--- config.mk ---
export PLATFORM = sky130hd
export DESIGN_NAME = sgaa_ctrl
export DESIGN_NICKNAME = d
export VERILOG_FILES = /design/src/rtl/sgaa_pkg.sv /design/src/rtl/sgaa_ctrl.sv
export SDC_FILE = /design/constraint.sdc
export NUM_CORES = 1
export LEC_CHECK = 0
export BUFFER_PORTS_ARGS = -buffer_cell sky130_fd_sc_hd__buf_4
export CAP_MARGIN = 20
export CORE_AREA = 2 2 39 41
export DETAILED_ROUTE_END_ITERATION = 12
export DIE_AREA = 0 0 41 43
export GPL_ROUTABILITY_DRIVEN = 1
export PLACE_DENSITY = 0.62
export SYNTH_ARGS = -nofsm -noshare
export SYNTH_HDL_FRONTEND = slang
export SYNTH_SLANG_ARGS = --single-unit
--- constraint.sdc ---
create_clock -name clock -period 1.7 [get_ports clock]
set_input_delay 0.085 -clock clock [delete_from_list [all_inputs] [get_ports clock]]
set_output_delay 0.085 -clock clock [all_outputs]
set_load 0.02 [all_outputs]
--- src/rtl/sgaa_pkg.sv ---
// Package for the semi-global affine alignment unit: shared types and constants.
// Used by sgaa_ctrl, sgaa_datapath and the top level; depends on nothing.
package sgaa_pkg;

   localparam int SCORE_W = 32;
   localparam int SYM_W   = 5;
   localparam int TVAL_W  = 8;
   localparam int PEN_W   = 8;
   localparam int CSR_IDX_W = 3;
   localparam int END_Q_W = 10;
   localparam int END_R_W = 16;
   localparam int STAT_W  = 2;

   // Lower bound far below any reachable score, so one subtraction never wraps.
   localparam logic signed [SCORE_W-1:0] NEG_INF = -(32'sd1 <<< 30);

   typedef enum logic [1:0] {
      OP_TABLE = 2'd0,
      OP_QUERY = 2'd1,
      OP_REF   = 2'd2,
      OP_NONE  = 2'd3
   } op_type;

   typedef enum logic [CSR_IDX_W-1:0] {
      CSR_GAP_OPEN    = 3'd0,
      CSR_GAP_EXTEND  = 3'd1,
      CSR_QUERY_BEGIN = 3'd2,
      CSR_QUERY_END   = 3'd3,
      CSR_REF_BEGIN   = 3'd4,
      CSR_REF_END     = 3'd5,
      CSR_RSVD6       = 3'd6,
      CSR_RSVD7       = 3'd7
   } csr_idx_type;

   typedef enum logic [STAT_W-1:0] {
      STAT_OK    = 2'd0,
      STAT_EMPTY = 2'd1,
      STAT_LIMIT = 2'd2,
      STAT_RSVD  = 2'd3
   } status_type;

   typedef enum logic [2:0] {
      ST_IDLE, ST_SETUP, ST_RDQ, ST_RDT, ST_CALC, ST_COLEND, ST_FIN
   } state_type;

   typedef struct packed {
      logic accept;   // an input transfer happens this cycle
      logic setup;    // prepare boundary values for a new column
      logic rdt;      // query symbol is back, look up the table
      logic calc;     // compute and write one cell
      logic colend;   // close the column
      logic fin;      // load the result registers
   } cmd_type;

   typedef struct packed {
      logic ref_full;
      logic query_empty;
      logic last_cell;
   } stat_type;

endpackage

--- src/rtl/sgaa_ctrl.sv ---
// Controller state machine for the semi-global affine alignment unit.
// Depends on sgaa_pkg; drives the datapath through cmd_type and reads stat_type.
module sgaa_ctrl (
   input  logic             clock,
   input  logic             reset,
   input  logic             req_valid,
   output logic             req_ready,
   input  logic [1:0]       req_operation,
   input  logic             req_is_last,
   output logic             rsp_valid,
   input  logic             rsp_ready,
   output sgaa_pkg::cmd_type cmd,
   input  sgaa_pkg::stat_type stat
);
   import sgaa_pkg::*;

   state_type state_ff, state_in;
   logic      last_ff, last_in;
   logic      rsp_valid_ff, rsp_valid_in;
   logic      acc;

   always_ff @(posedge clock) begin
      if (reset) begin
         state_ff     <= ST_IDLE;
         last_ff      <= 1'b0;
         rsp_valid_ff <= 1'b0;
      end else begin
         state_ff     <= state_in;
         last_ff      <= last_in;
         rsp_valid_ff <= rsp_valid_in;
      end
   end

   assign req_ready = (state_ff == ST_IDLE);
   assign rsp_valid = rsp_valid_ff;
   assign acc       = req_valid && req_ready;

   always_comb begin
      state_in     = state_ff;
      last_in      = last_ff;
      rsp_valid_in = rsp_valid_ff && !rsp_ready;
      cmd          = '0;
      case (state_ff)
         ST_IDLE: begin
            cmd.accept = acc;
            if (acc && op_type'(req_operation) == OP_REF) begin
               last_in = req_is_last;
               if (!stat.ref_full) begin
                  state_in = ST_SETUP;
               end else if (req_is_last) begin
                  state_in = ST_FIN;
               end
            end
         end
         ST_SETUP: begin
            cmd.setup = 1'b1;
            state_in  = stat.query_empty ? ST_COLEND : ST_RDQ;
         end
         ST_RDQ: begin
            state_in = ST_RDT;
         end
         ST_RDT: begin
            cmd.rdt  = 1'b1;
            state_in = ST_CALC;
         end
         ST_CALC: begin
            cmd.calc = 1'b1;
            state_in = stat.last_cell ? ST_COLEND : ST_RDQ;
         end
         ST_COLEND: begin
            cmd.colend = 1'b1;
            state_in   = last_ff ? ST_FIN : ST_IDLE;
         end
         ST_FIN: begin
            if (!rsp_valid_ff || rsp_ready) begin
               cmd.fin      = 1'b1;
               rsp_valid_in = 1'b1;
               state_in     = ST_IDLE;
            end
         end
         default: begin
            state_in = ST_IDLE;
         end
      endcase
   end

endmodule

==> impl_metrics.env <==
export IMPL_rsz0062_at_grt="no"
export IMPL_start_util_pct=28.2
export IMPL_synthFlopType="dfxtp_1"
export IMPL_hold_buffers=0
export IMPL_num_antenna_cells=0
export IMPL_cts_root_buffer="clkbuf_4"
export IMPL_outcome="finished clean"
export IMPL_syn_avg_cell_area_um2=7.81
export IMPL_grt_pass1_vias=324
export IMPL_clkTransAtPathRegs_ps=40
export IMPL_worstPathCellList="nand2_1, nor3_1, buf_4"
export IMPL_cp_slowest_cell="dfxtp_1"
export IMPL_critPathMaxStageDelay_ps=540
export IMPL_tns_ps=0
export IMPL_synth_top_area_cell="dfxtp_1"
export IMPL_pin_count=18
export IMPL_cts_sinks=5
export IMPL_rows=14
export IMPL_drv_slew=0
export IMPL_drtAntennaViolNets=0
export IMPL_required_ps=1620
export IMPL_synthTopCellsByArea="dfxtp_1, nor2_1, mux2i_1"
export IMPL_drive_gt1_share_pct=36.8
export IMPL_synth_seq_cells=5
export IMPL_arrival_ps=1330
export IMPL_fp_coreArea_mm2=0.00138
export IMPL_grt_ovfl_total=0
export IMPL_die_h_um=43
export IMPL_synth_cell_type_count=27
export IMPL_vdd_drop_max_uv=356
export IMPL_synthCells=50
export IMPL_netlist_area_leader_share_pct=25.6
export IMPL_hold_viol_final=0
export IMPL_routed_wl_met2_um=352
export IMPL_cts_setup_buffers=0
export IMPL_hold_ws_ps=40.7
export IMPL_cts_tree="built"
export IMPL_cts_buffers=3
export IMPL_first_pass_iters=4
export IMPL_synth_common_cells="nor2_1, dfxtp_1, nand2_1, nor2b_1, nor3_1"
export IMPL_path_class="register to output pin"
export IMPL_critPathLaunchType="register"
export IMPL_worst_slew_pin_slew_ps=485
export IMPL_drc_errors=0
export IMPL_chipWidth_um=41
export IMPL_die_area_mm2=0.00176
export IMPL_track_usage_pct=11.2
export IMPL_fin_crit_ps=1410
export IMPL_routed_via_density=4.69
export IMPL_synth_most_common_cell="nor2_1"
export IMPL_fin_worst_skew_ps=2.40
export IMPL_dr_first_iter_drc_count=6
export IMPL_worst_hold_path_type="primary input to register"
export IMPL_drv_cap=0
export IMPL_p_total_uw=431
export IMPL_area_growth_syn_to_layout_pct=38.5
export IMPL_synth_fp_nets=60
export IMPL_multi_input_area_um2=259
export IMPL_power_per_cell_area_mw_per_mm2=797
export IMPL_port_buffers=17
export IMPL_yosysWarnings=0
export IMPL_synth_edf_count=0
export IMPL_wire_per_inst_um=10.3
export IMPL_end_kind="output pin"
export IMPL_n_fill_cell=146
export IMPL_wl_met1_um=430
export IMPL_cp_max_fo=11
export IMPL_vias=394
export IMPL_async_flop_share_pct=0
export IMPL_setup_viol=0
export IMPL_final_period_utilization_pct=83.1
export IMPL_p_leak_nw=0.235
export IMPL_grt_max_degree=13
export IMPL_slew_headroom_pct=67.6
export IMPL_fin_nets=79
export IMPL_dp_hpwl_um=690
export IMPL_routed_wl_um=868
export IMPL_cts_max_level=1
export IMPL_cts_resized=0
export IMPL_ys_seq_area_share_pct=25.6
export IMPL_synth_cell_area_um2=390
export IMPL_top_layer="met4"
export IMPL_grt_first_pass_wirelength_mm=1.31
export IMPL_max_freq_mhz=708
export IMPL_routabilityCongestion=0.699
export IMPL_antenna_found_initial=0
export IMPL_met3WireLength_um=70
export IMPL_worstSkewPairLatency_ps=240
export IMPL_cts_buffer_depth=2
export IMPL_regArea_um2=100
-- power breakdown --
part / internal, mW / leakage, nW / total (mW) / switching [mW]
logic: 0.0756 / 0.180 / 0.145 / 0.0693
registers: 0.126 / 0.0406 / 0.149 / 0.0228
clock network: 0.0887 / 0.0150 / 0.137 / 0.0484
total: 0.290 / 0.235 / 0.431 / 0.140
-- cells by family after synthesis --
kind of cell	Yosys count	share of synthesized area, %
simple gates	29	44.2
buf+inv	5	8.01
mux	2	5.13
compound gates	9	17.0
flops	5	25.6
-- worst max-delay path: cells and delay by family (launching register included) --
kind                   cells  cell delay [ps]
flip-flops                 1              540
AND/OR/NAND/NOR            2              370
buffers and inverters      1              170
-- layout by cell type (no fill, tap or decap) --
master / n
a21oi_1: 2
a2bb2oi_1: 1
and2_1: 1
and2b_1: 2
and3_1: 1
buf_4: 17
clkbuf_1: 1
clkbuf_4: 3
dfxtp_1: 5
inv_1: 2
mux2i_1: 2
nand2_1: 3
nand2b_1: 1
nand2b_4: 1
nand3b_1: 1
nor2_1: 9
nor2_2: 1
nor2b_1: 3
nor3_1: 3
nor3_2: 2
nor4_2: 1
o211ai_1: 1
o21a_1: 1
o21ai_1: 1
o2bb2ai_1: 1
o311ai_1: 1
o32a_1: 1
-- routing by layer --
metal / vias to the layer above / GRT usage, %
met5: - / 0
met4: 0 / 10.0
met3: 2 / 1.57
met2: 16 / 14.1
met1: 166 / 15.8
li1: 210 / -
-- registers in the layout, indices dropped and copies added, names as in the netlist --
signal,flops
rsp_valid,1
last_ff,1
state_ff,3
-- stage by stage --
stage	cell area, um2	setup slack (ps)	utilization [%]	instances
2_1_floorplan	390	364	-	50
3_3_place_gp	514	340	37.2	80
3_5_place_dp	514	303	37.2	80
4_1_cts	541	275	39.1	84
5_1_grt	541	175	39.1	84
6_report	541	287	39.1	84
-- area by class of cell --
| class | instances | share of cell area, % |
|---|---|---|
| multi-input combinational | 40 | 47.9 |
| timing repair buffer | 17 | 23.6 |
| sequential | 5 | 18.5 |
| clock buffer | 4 | 4.86 |
| tap | 16 | 3.70 |
| inverter | 2 | 1.39 |
-- final timing paths --
kind                            slack (ps)         from     endpoint  cells after the start
worst max-delay path                   290  state_ff[1]       cmd[0]                      3
worst min-delay path                    40        reset  state_ff[0]                      2
worst max register to register         300  state_ff[0]  state_ff[1]                      4
worst min register to register         510      last_ff      last_ff                      2
No activity file was read; power rests on OpenSTA's default activity.
